==> src/hw/rtl/sdf_pkg.sv <==
// sdf_pkg: shared widths, register indexes and transfer structs for the
// sector delta finder; no dependencies
package sdf_pkg;

  localparam int SIZE_W            = 25;
  localparam int ADDR_W            = 32;
  localparam int BYTE_W            = 8;
  localparam int PADDR_W           = 3;
  localparam int PDATA_W           = 32;
  localparam int SIZE_BITS_DEFAULT = 24;

  localparam logic [SIZE_W-1:0] SECTOR_BYTES_RESET = 25'd4096;
  localparam logic [ADDR_W-1:0] IMAGE_BASE_RESET   = '0;

  // register index, taken from paddr bit 2
  typedef enum logic {
    REG_SECTOR_BYTES = 1'b0,
    REG_IMAGE_BASE   = 1'b1
  } reg_index_t;

  typedef struct packed {
    logic [SIZE_W-1:0] sector_bytes;
    logic [ADDR_W-1:0] image_base;
  } cfg_t;

  typedef struct packed {
    logic [BYTE_W-1:0] current_byte;
    logic [BYTE_W-1:0] target_byte;
    logic              last;
  } item_t;

  typedef struct packed {
    logic [ADDR_W-1:0] sector_address;
    logic [SIZE_W-1:0] sector_length;
  } result_t;

endpackage

==> src/hw/rtl/sdf_cfg_regs.sv <==
// sdf_cfg_regs: apb-style configuration registers (sector size, base address)
// depends on sdf_pkg
module sdf_cfg_regs (
  input  logic                         clk,
  input  logic                         rst,
  input  logic                         psel,
  input  logic                         penable,
  input  logic                         pwrite,
  input  logic [sdf_pkg::PADDR_W-1:0]  paddr,
  input  logic [sdf_pkg::PDATA_W-1:0]  pwdata,
  output logic [sdf_pkg::PDATA_W-1:0]  prdata,
  output sdf_pkg::cfg_t                cfg
);
  import sdf_pkg::*;

  cfg_t       regs;
  reg_index_t index;

  assign index = reg_index_t'(paddr[2]);
  assign cfg   = regs;

  always_ff @(posedge clk) begin
    if (rst) begin
      regs.sector_bytes <= SECTOR_BYTES_RESET;
      regs.image_base   <= IMAGE_BASE_RESET;
    end else if (psel && penable && pwrite) begin
      unique case (index)
        REG_SECTOR_BYTES: regs.sector_bytes <= pwdata[SIZE_W-1:0];
        REG_IMAGE_BASE:   regs.image_base   <= pwdata[ADDR_W-1:0];
        default: ;
      endcase
    end
  end

  always_comb begin
    unique case (index)
      REG_SECTOR_BYTES: prdata = {{(PDATA_W-SIZE_W){1'b0}}, regs.sector_bytes};
      REG_IMAGE_BASE:   prdata = regs.image_base;
      default:          prdata = '0;
    endcase
  end

endmodule

==> src/hw/rtl/sdf_sector_track.sv <==
// sdf_sector_track: open-sector state and the single-pass close decision
// depends on sdf_pkg
module sdf_sector_track #(
  parameter int SIZE_BITS = sdf_pkg::SIZE_BITS_DEFAULT
) (
  input  logic             clk,
  input  logic             rst,
  input  logic             advance,
  input  sdf_pkg::item_t   item,
  input  sdf_pkg::cfg_t    cfg,
  output logic             emit,
  output sdf_pkg::result_t result
);
  import sdf_pkg::*;

  localparam int CMP_W = (SIZE_BITS + 1 > SIZE_W) ? SIZE_BITS + 1 : SIZE_W;
  localparam logic [CMP_W-1:0] CAP = {{(CMP_W-1){1'b0}}, 1'b1} << SIZE_BITS;

  logic [SIZE_W-1:0] fill_count;
  logic [SIZE_W-1:0] fill_count_next;
  logic [ADDR_W-1:0] sector_offset;
  logic [ADDR_W-1:0] sector_offset_next;
  logic              mismatch_seen;
  logic              mismatch_seen_next;

  logic [CMP_W-1:0]  size_ext;
  logic [SIZE_W-1:0] size_eff;
  logic [SIZE_W-1:0] fill_inc;
  logic              mismatch;
  logic              closing;
  logic              disabled;

  // sizes above the cap behave as the cap
  assign size_ext = CMP_W'(cfg.sector_bytes);
  assign size_eff = (size_ext > CAP) ? CAP[SIZE_W-1:0] : cfg.sector_bytes;
  assign disabled = (size_eff == '0);

  assign fill_inc = fill_count + SIZE_W'(1);
  assign mismatch = mismatch_seen || (item.current_byte != item.target_byte);
  assign closing  = (fill_inc >= size_eff) || item.last;

  assign emit                  = advance && !disabled && closing && mismatch;
  assign result.sector_address = cfg.image_base + sector_offset;
  assign result.sector_length  = fill_inc;

  always_comb begin
    fill_count_next    = fill_count;
    sector_offset_next = sector_offset;
    mismatch_seen_next = mismatch_seen;
    if (advance) begin
      if (disabled) begin
        fill_count_next    = '0;
        sector_offset_next = '0;
        mismatch_seen_next = 1'b0;
      end else if (closing) begin
        fill_count_next    = '0;
        mismatch_seen_next = 1'b0;
        sector_offset_next = item.last ? '0 : sector_offset + ADDR_W'(fill_inc);
      end else begin
        fill_count_next    = fill_inc;
        mismatch_seen_next = mismatch;
      end
    end
  end

  always_ff @(posedge clk) begin
    if (rst) begin
      fill_count    <= '0;
      sector_offset <= '0;
      mismatch_seen <= 1'b0;
    end else begin
      fill_count    <= fill_count_next;
      sector_offset <= sector_offset_next;
      mismatch_seen <= mismatch_seen_next;
    end
  end

endmodule

==> src/hw/rtl/sector_delta_finder_top.sv <==
// result_valid is registered: a byte pair passes the input register and then the result
// register before its result is shown; one pair per cycle while item_stall is low
// the sector state update and the close decision sit between the input and result
// registers; item_stall rises only while an item is held and a result waits and is stalled
// reset: synchronous; clears sector state and valids, sector byte count to 4096,
// image base to 0
module sector_delta_finder_top #(
  parameter int SIZE_BITS = sdf_pkg::SIZE_BITS_DEFAULT
) (
  input  logic                        clk,
  input  logic                        rst,
  // byte pair channel
  input  logic                        item_valid,
  output logic                        item_stall,
  input  logic [sdf_pkg::BYTE_W-1:0]  current_byte,
  input  logic [sdf_pkg::BYTE_W-1:0]  target_byte,
  input  logic                        last,
  // result channel
  output logic                        result_valid,
  input  logic                        result_stall,
  output logic [sdf_pkg::ADDR_W-1:0]  sector_address,
  output logic [sdf_pkg::SIZE_W-1:0]  sector_length,
  // configuration port
  input  logic                        psel,
  input  logic                        penable,
  input  logic                        pwrite,
  input  logic [sdf_pkg::PADDR_W-1:0] paddr,
  input  logic [sdf_pkg::PDATA_W-1:0] pwdata,
  output logic [sdf_pkg::PDATA_W-1:0] prdata,
  output logic                        pready
);
  import sdf_pkg::*;

  cfg_t    cfg;
  item_t   item_reg;
  logic    item_reg_valid;
  result_t result_reg;
  result_t result_comb;
  logic    out_free;
  logic    advance;
  logic    emit;

  assign pready = 1'b1;

  sdf_cfg_regs u_cfg_regs (
    .clk     (clk),
    .rst     (rst),
    .psel    (psel),
    .penable (penable),
    .pwrite  (pwrite),
    .paddr   (paddr),
    .pwdata  (pwdata),
    .prdata  (prdata),
    .cfg     (cfg)
  );

  // result register can take a new value when empty or being drained
  assign out_free   = !result_valid || !result_stall;
  assign advance    = item_reg_valid && out_free;
  assign item_stall = item_reg_valid && !out_free;

  // input register: refills in the same cycle it hands off
  always_ff @(posedge clk) begin
    if (rst) begin
      item_reg_valid <= 1'b0;
    end else if (item_valid && !item_stall) begin
      item_reg_valid <= 1'b1;
    end else if (advance) begin
      item_reg_valid <= 1'b0;
    end
  end

  always_ff @(posedge clk) begin
    if (item_valid && !item_stall) begin
      item_reg.current_byte <= current_byte;
      item_reg.target_byte  <= target_byte;
      item_reg.last         <= last;
    end
  end

  // sector bookkeeping; emit marks an item that closes a differing sector
  sdf_sector_track #(
    .SIZE_BITS (SIZE_BITS)
  ) u_sector_track (
    .clk     (clk),
    .rst     (rst),
    .advance (advance),
    .item    (item_reg),
    .cfg     (cfg),
    .emit    (emit),
    .result  (result_comb)
  );

  // result register; items that close nothing just pass through
  always_ff @(posedge clk) begin
    if (rst) begin
      result_valid <= 1'b0;
    end else if (out_free) begin
      result_valid <= emit;
    end
  end

  always_ff @(posedge clk) begin
    if (emit) begin
      result_reg <= result_comb;
    end
  end

  assign sector_address = result_reg.sector_address;
  assign sector_length  = result_reg.sector_length;

`ifndef SYNTHESIS
  // a reported sector always holds at least one byte
  assert property (@(posedge clk) disable iff (rst)
    result_valid |-> sector_length != '0)
    else $error("empty sector reported");

  // no sector is ever longer than the capped sector size
  assert property (@(posedge clk) disable iff (rst)
    result_valid |-> (SIZE_BITS >= SIZE_W) ||
                     (sector_length <= (SIZE_W'(1) << SIZE_BITS)))
    else $error("sector length above maximum");

  // a held result with a pending item must hold back the input side
  assert property (@(posedge clk) disable iff (rst)
    item_reg_valid && result_valid && result_stall |-> item_stall)
    else $error("input taken while result register is blocked");

  // a stalled result must not be overwritten by a new close
  assert property (@(posedge clk) disable iff (rst)
    result_valid && result_stall |-> !emit)
    else $error("result overwritten while stalled");
`endif

endmodule
==> config.mk <==
export PLATFORM = sky130hd
export DESIGN_NAME = sector_delta_finder_top
export DESIGN_NICKNAME = d
export VERILOG_FILES = /design/src/hw/rtl/sdf_pkg.sv /design/src/hw/rtl/sdf_cfg_regs.sv /design/src/hw/rtl/sdf_sector_track.sv /design/src/hw/rtl/sector_delta_finder_top.sv
export SDC_FILE = /design/constraint.sdc
export NUM_CORES = 1
export LEC_CHECK = 0
export BUFFER_PORTS_ARGS = -buffer_cell sky130_fd_sc_hd__buf_2
export CAP_MARGIN = 20
export CELL_PAD_IN_SITES_DETAIL_PLACEMENT = 1
export CELL_PAD_IN_SITES_GLOBAL_PLACEMENT = 1
export CORE_MARGIN = 4
export CORE_UTILIZATION = 45
export DETAILED_ROUTE_END_ITERATION = 7
export GPL_TIMING_DRIVEN = 0
export PLACE_DENSITY_LB_ADDON = 0.12
export RECOVER_POWER = 100
export SETUP_SLACK_MARGIN = 0.2
export SYNTH_ARGS = -nofsm -noshare
export SYNTH_HDL_FRONTEND = slang
export SYNTH_HIERARCHICAL = 1
export SYNTH_SLANG_ARGS = --single-unit
==> constraint.sdc <==
create_clock -name clk -period 6.87 [get_ports clk]
set_input_delay 1.374 -clock clk [delete_from_list [all_inputs] [get_ports clk]]
set_output_delay 1.374 -clock clk [all_outputs]
set_load 0.02 [all_outputs]
==> impl_metrics.csv, run 1 <==
group,metric,value,unit
clock_tree,cts_buffer_depth,2,
detailed_routing,wl_per_cell,20.5,µm
synth,synthCells,1152,
setup_path,arrival,6280,ps
sta,finalHoldViolations,0,
synth,syn-num-nets,1295,
floorplanning,fp.coreArea,24500,µm²
grt,grt_pass1_wl,53600,µm
floorplanning,dieWidth,167,µm
synth,ys.flop_type,"dfxtp_1",
place,gp_congestion,0.891,
clock_tree,cts.htree.levels,4,
clock_tree,clock_latency,450,ps
run_status,violations,"max-capacitance violations, max-slew violations",
sta,period_share,86.1,%
detailed_routing,drt_first_iter_violations,545,
sta,max_freq,169,MHz
clock_tree,cts_hold_buf,0,
clock_tree,cts_setup_buffers,0,
sta,clock_skew,22.5,ps
floorplanning,fp.dieH,167,µm
clock_tree,clk_root_buffer_cell,"clkbuf_16",
power_and_ir_drop,p_sw,0.647,mW
power_and_ir_drop,switching_share,27.0,%
power_and_ir_drop,power_frac_clock,41.5,%
layout,nets,1462,
power_and_ir_drop,cellPowerDensity,185,nW/µm²
grt,grtUsageTotal,24.1,%
layout,n_antenna_cell,0,
place,portBuffers,146,
place,hpwl,26300,µm
layout,finish.utilization,52.7,%
detailed_routing,drt-total-wl,33900,µm
floorplanning,die_area,27800,µm²
layout,largest_register_ffs,57,
detailed_routing,first_pass_iters,5,
grt,antenna_found_initial,1,
synth,yosys-top-cells-count,"dfxtp_1, nand2b_1, ha_1, nor2_1, nand2_1",
floorplanning,rows,57,
run_status,status,"finished, violations left",
synth,synth.top_cell.area_share,20.7,%
detailed_routing,ant_nets,0,
floorplanning,start_util,46.2,%
clock_tree,cts_tree,"yes",
synth,synthArstFlopShare,0,%
layout,fillers,2900,
setup_path,rr_worst_depth,16,
setup_path,crit_type,"flip-flop to flip-flop",
hold_path,holdCritPathClass,"flip-flop to flip-flop",
synth,netlist-cell-type-count,76,
synth,synth_top_area_cell,"dfxtp_1",
synth,yosysWarnings,6,
layout,drive_above_1_share,11.3,%
sta,period_minus_slack,5920,ps
setup_path,worstPathRequired,7240,ps
power_and_ir_drop,p_leak,5.41,nW
clock_tree,cts.sinks,191,
power_and_ir_drop,peakVddDrop,160,µV
sta,maxSlewHeadroom,-3.84,%
synth,ys_top_cells_by_area,"dfxtp_1, edfxtp_1, ha_1",
power_and_ir_drop,finalPower,2.40,mW
setup_path,path_max_fanout,10,
power_and_ir_drop,combPwrFrac,7.8,%
floorplanning,ios,151,
setup_path,startpoint_type,"flip-flop",
layout,area_delta_synth_final,14.1,%
clock_tree,cts.repair.resized,0,
grt,grt_max_degree,33,
flow_run,cap_violations,1,
synth,avgSynthCellArea,9.84,µm²
synth,ys_seq_area_share,40.3,%
hold_path,hold_path_depth,2,
clock_tree,clkTransAtPathRegs,80,ps
sta,finalSetupViolations,0,
synth,synthesis.area,11300,µm²
sta,drv_slew,10,
detailed_routing,num_vias,9436,
power_and_ir_drop,p_seq_share,50.7,%
detailed_routing,drt-vias-per-instance,5.70,
synth,ys_ff_latch,191,
synth,post-synth-top-count-cell,"dfxtp_1",
power_and_ir_drop,p_int,1.75,mW
grt,overflow,0,
sta,rsz0062_at_grt,"no",
detailed_routing,drcViolationCount,0,
sta,worst_slew_pin_slew,1540,ps
grt,grt_pass1_vias,9642,
synth,synth_edf_count,74,
setup_path,end_kind,"flip-flop",
clock_tree,cts_made_buffers,17,
-- critical path, cell delays in order, from the launching register on --
cell and delay (ps):
dfxtp_1 340, nor4_1 610, nand4_1 270, o21ai_1 570, clkbuf_1 490, nand2_1 130, ha_1 310, a21o_1 160
a211o_1 280, a31oi_1 120, o21ai_0 260, o31ai_1 1320, and2_0 240, clkbuf_1 310, buf_4 260, nand2_1 70
o21ai_1 70
-- placed cells by master (no fill, tap or decap), types with 35 or more instances in the layout --
master	instances
dfxtp_1	117
clkbuf_1	108
nand2b_1	93
ha_1	82
nor2_1	80
nand2_1	80
buf_2	77
edfxtp_1	74
mux2i_1	59
a21oi_1	57
xnor2_1	54
o21ai_0	35
-- final timing paths --
kind / from / to / slack, ps
setup / recovery: u_cfg_regs/cfg[32] / u_sector_track/sector_offset[16] / 950
hold / removal: u_cfg_regs/cfg[26] / u_cfg_regs/cfg[26] / 500
setup reg to reg: u_cfg_regs/cfg[32] / u_sector_track/sector_offset[16] / 950
hold reg to reg: u_cfg_regs/cfg[26] / u_cfg_regs/cfg[26] / 500
-- kinds of logic after synthesis --
| group | count (synthesis) | share of synthesized area (%) |
|---|---|---|
| xor gates and xnor gates | 76 | 5.87 |
| buffers and inverters | 80 | 3.41 |
| AOI/OAI and AO/OA | 241 | 14.9 |
| and+or+nand+nor | 395 | 18.4 |
| other | 1 | 0.0331 |
| DFF | 191 | 40.3 |
| adders and majority gates | 84 | 9.40 |
| muxes | 84 | 7.69 |
-- power by group through the flow --
| stage | logic [mW] | registers, mW | clock network [mW] |
|---|---|---|---|
| floorplan | 0.105 | 1.25 | 0 |
| detailed placement | 0.192 | 1.24 | 0 |
| global route | 0.203 | 1.22 | 1.07 |
| CTS | 0.194 | 1.21 | 1.02 |
| finish | 0.186 | 1.21 | 0.995 |
| global placement | 0.185 | 1.24 | 0 |
-- metrics by stage --
stage	instance area [µm²]	hold WS [ps]	setup TNS (ps)	std cells	worst slack (ps)
after floorplan	11300	446	0	1152	1210
after global placement	12500	473	-62270	1622	-1090
after detailed placement	12500	491	0	1624	1640
after CTS	13100	505	0	1656	1580
after global routing	12900	520	0	1656	617
final	12900	496	0	1656	954
-- routing by layer --
| metal | vias to the layer above | global-route usage, % | part of all wire (%) |
|---|---|---|---|
| met4 | 0 | 7.15 | 2.2 |
| met3 | 36 | 3.39 | 3.3 |
| met2 | 203 | 43.1 | 51 |
| li1 | 4543 | - | - |
| met5 | - | 0 | 0 |
| met1 | 4654 | 30.3 | 44 |
-- area by class of cell --
type                    count  area [µm²]  area share (%)
plain buffers              49         256            1.98
clock buffers              17         425            3.29
clock inverters            15         145            1.12
inverters                  31         116           0.899
multi-input cells         881        6370            49.2
flip-flops and latches    191        4560            35.3
well taps                 324         405            3.13
repair buffers            148         662            5.11
(Power assumes the default switching activity.)
==> run 2, diff against run 1 <==
ABC_AREA = 1   (was unset)
CORE_UTILIZATION = 43   (was 45)
==> impl_metrics.csv, run 2 <==
group,metric,value,unit
run_status,status,"finished, final reports clean",
setup_path,startpoint_type,"flip-flop",
detailed_routing,drt-total-wl,46700,µm
floorplanning,ios,151,
synth,ys_ff_latch,191,
power_and_ir_drop,combPwrFrac,10.5,%
setup_path,end_kind,"flip-flop",
synth,avgSynthCellArea,6.94,µm²
grt,grt_pass1_vias,13296,
power_and_ir_drop,cellPowerDensity,169,nW/µm²
detailed_routing,drt-vias-per-instance,5.32,
power_and_ir_drop,peakVddDrop,188,µV
clock_tree,cts.repair.resized,0,
flow_run,cap_violations,0,
sta,maxSlewHeadroom,33.5,%
detailed_routing,drt_first_iter_violations,710,
clock_tree,clock_latency,460,ps
synth,synth_compound_area_share,8.11,%
place,hpwl,37900,µm
layout,largest_register_ffs,57,
synth,synthCells,1885,
sta,period_share,82.3,%
synth,synth_top_family_by_area,"simple AND/OR/NAND/NOR gates",
power_and_ir_drop,p_leak,7.07,nW
clock_tree,clk_root_buffer_cell,"clkbuf_16",
grt,overflow,0,
power_and_ir_drop,power_frac_clock,39.7,%
clock_tree,cts.sinks,191,
hold_path,holdCritPathClass,"flip-flop to flip-flop",
detailed_routing,num_vias,13068,
synth,syn-num-nets,2028,
grt,grtUsageTotal,28.0,%
sta,rsz0062_at_grt,"no",
synth,post-synth-top-count-cell,"nand2_1",
clock_tree,cts_hold_buf,0,
layout,finish.utilization,49.1,%
detailed_routing,drcViolationCount,0,
sta,max_freq,177,MHz
sta,drv_slew,0,
clock_tree,cts_tree,"yes",
power_and_ir_drop,p_seq_share,49.9,%
detailed_routing,wl_per_cell,19.0,µm
floorplanning,start_util,43.9,%
layout,area_delta_synth_final,11.8,%
synth,netlist-cell-type-count,54,
synth,synth_top_area_cell,"dfxtp_1",
sta,worst_slew_pin_slew,990,ps
layout,final_cell_mix,"nand2_1, inv_1, nor2_1, nand3_1",
detailed_routing,first_pass_iters,5,
setup_path,path_max_fanout,22,
floorplanning,die_area,33300,µm²
grt,antenna_found_initial,0,
synth,muxShareOfSynthArea,0,%
floorplanning,fp.dieH,182,µm
synth,synthesis.area,13100,µm²
grt,grt_max_degree,23,
layout,final_common_cell,"nand2_1",
place,gp_congestion,0.916,
place,portBuffers,147,
sta,finalSetupViolations,0,
setup_path,worstPathRequired,7040,ps
grt,grt_pass1_wl,72200,µm
synth,ys_seq_area_share,34.9,%
synth,synth.top_cell.area_share,17.9,%
synth,ys_top_cells_by_area,"dfxtp_1, edfxtp_1, nand2_1",
synth,yosys-top-cells-count,"nand2_1, inv_1, nor2_1, nand3_1, dfxtp_1",
power_and_ir_drop,switching_share,28.6,%
synth,yosys.area_share.xor_xnor,4.26,%
clock_tree,cts_made_buffers,17,
sta,finalHoldViolations,0,
floorplanning,fp.coreArea,29800,µm²
clock_tree,cts_buffer_depth,2,
layout,n_antenna_cell,0,
floorplanning,dieWidth,182,µm
sta,period_minus_slack,5660,ps
layout,nets,2197,
power_and_ir_drop,p_int,1.76,mW
power_and_ir_drop,p_sw,0.707,mW
synth,synthArstFlopShare,0,%
setup_path,arrival,5820,ps
sta,hold_ws,482,ps
clock_tree,cts_setup_buffers,0,
detailed_routing,ant_nets,0,
synth,synth_edf_count,74,
sta,clock_skew,14.7,ps
synth,synthAdderAreaFrac,8.15,%
synth,ys.flop_type,"dfxtp_1",
clock_tree,clkTransAtPathRegs,80,ps
layout,drive_above_1_share,7.74,%
clock_tree,cts.htree.levels,4,
synth,yosysWarnings,6,
floorplanning,rows,63,
synth,yosys.area_share.simple,34.9,%
setup_path,r2r_setup_slack,1210,ps
setup_path,crit_type,"flip-flop to flip-flop",
run 2: cell count changes after synthesis, moves of 16 or more:
cell | before | now
a22oi_1 | 33 | 0
nand4_1 | 23 | 41
nand2b_1 | 93 | 0
xnor2_1 | 54 | 28
mux2i_1 | 59 | 0
nor2_1 | 81 | 221
nand3_1 | 29 | 141
mux2_2 | 25 | 0
a21oi_1 | 56 | 115
nand2_2 | 0 | 16
nand2_1 | 80 | 568
inv_1 | 28 | 242
run 2: power groups by stage:
| stage | logic (mW) | registers, mW | clock network [mW] |
|---|---|---|---|
| CTS | 0.271 | 1.23 | 1.00 |
| detailed placement | 0.269 | 1.26 | 0 |
| finish | 0.259 | 1.23 | 0.980 |
| global placement | 0.256 | 1.26 | 0 |
| global route | 0.286 | 1.24 | 1.05 |
| floorplan | 0.156 | 1.26 | 0 |
run 2: cell families (layout without fill, tap and decap cells):
kind of cell,Yosys count,in the layout
flops,191,191
simple gates,1057,1057
other cells,1,1
compound gates,185,185
buf+inv,305,487
fa+ha+maj,84,84
xor+xnor,62,62
run 2: critical path, cell delays in order (launching register included):
cell,delay [ps]
dfxtp_1,460
inv_1,220
nor3_1,720
nand2_2,180
nor2_1,170
xor2_1,740
ha_1,310
nand2_1,90
nor3_1,180
and2_2,190
nand2_1,50
nand2_1,70
nand2_1,90
nand2_1,200
inv_4,100
clkbuf_1,300
nor3_4,830
buf_16,240
buf_16,180
run 2: final timing paths:
path,startpoint,cells after the start,endpoint
worst max-delay path,u_sector_track/fill_count[0],18,sector_address[23]
worst min-delay path,u_sector_track/mismatch_seen,2,u_sector_track/mismatch_seen
worst max register to register,u_sector_track/fill_count[0],18,sector_address[23]
worst min register to register,u_sector_track/mismatch_seen,2,u_sector_track/mismatch_seen
run 2: area by class of cell:
| type | instances | area, µm² |
|---|---|---|
| flip-flops and latches | 191 | 4560 |
| fillers | 4023 | 15200 |
| well taps | 390 | 488 |
| clock inverters | 14 | 124 |
| inverters | 252 | 950 |
| repair buffers | 150 | 707 |
| clock buffers | 18 | 429 |
| multi-input cells | 1389 | 7110 |
| plain buffers | 53 | 254 |
run 2: stage by stage:
step           area (µm²)  cells  power [mW]  setup WS (ps)  TNS [ps]
6_report            14600   2457        2.47           1210         0
5_1_grt             14600   2457        2.57            827         0
4_1_cts             15000   2457        2.51           1930         0
3_5_place_dp        14400   2425        1.53           1910         0
3_3_place_gp        14300   2422        1.51           -628    -35350
2_1_floorplan       13100   1885        1.42           1710         0
run 2: metal layers:
metal	part of all wire, %	track usage, %	wire (µm)
met5	0	0	0
met4	3.5	10.7	1630
met3	5.7	4.76	2660
met2	48	48.4	22600
met1	42	34.9	19800
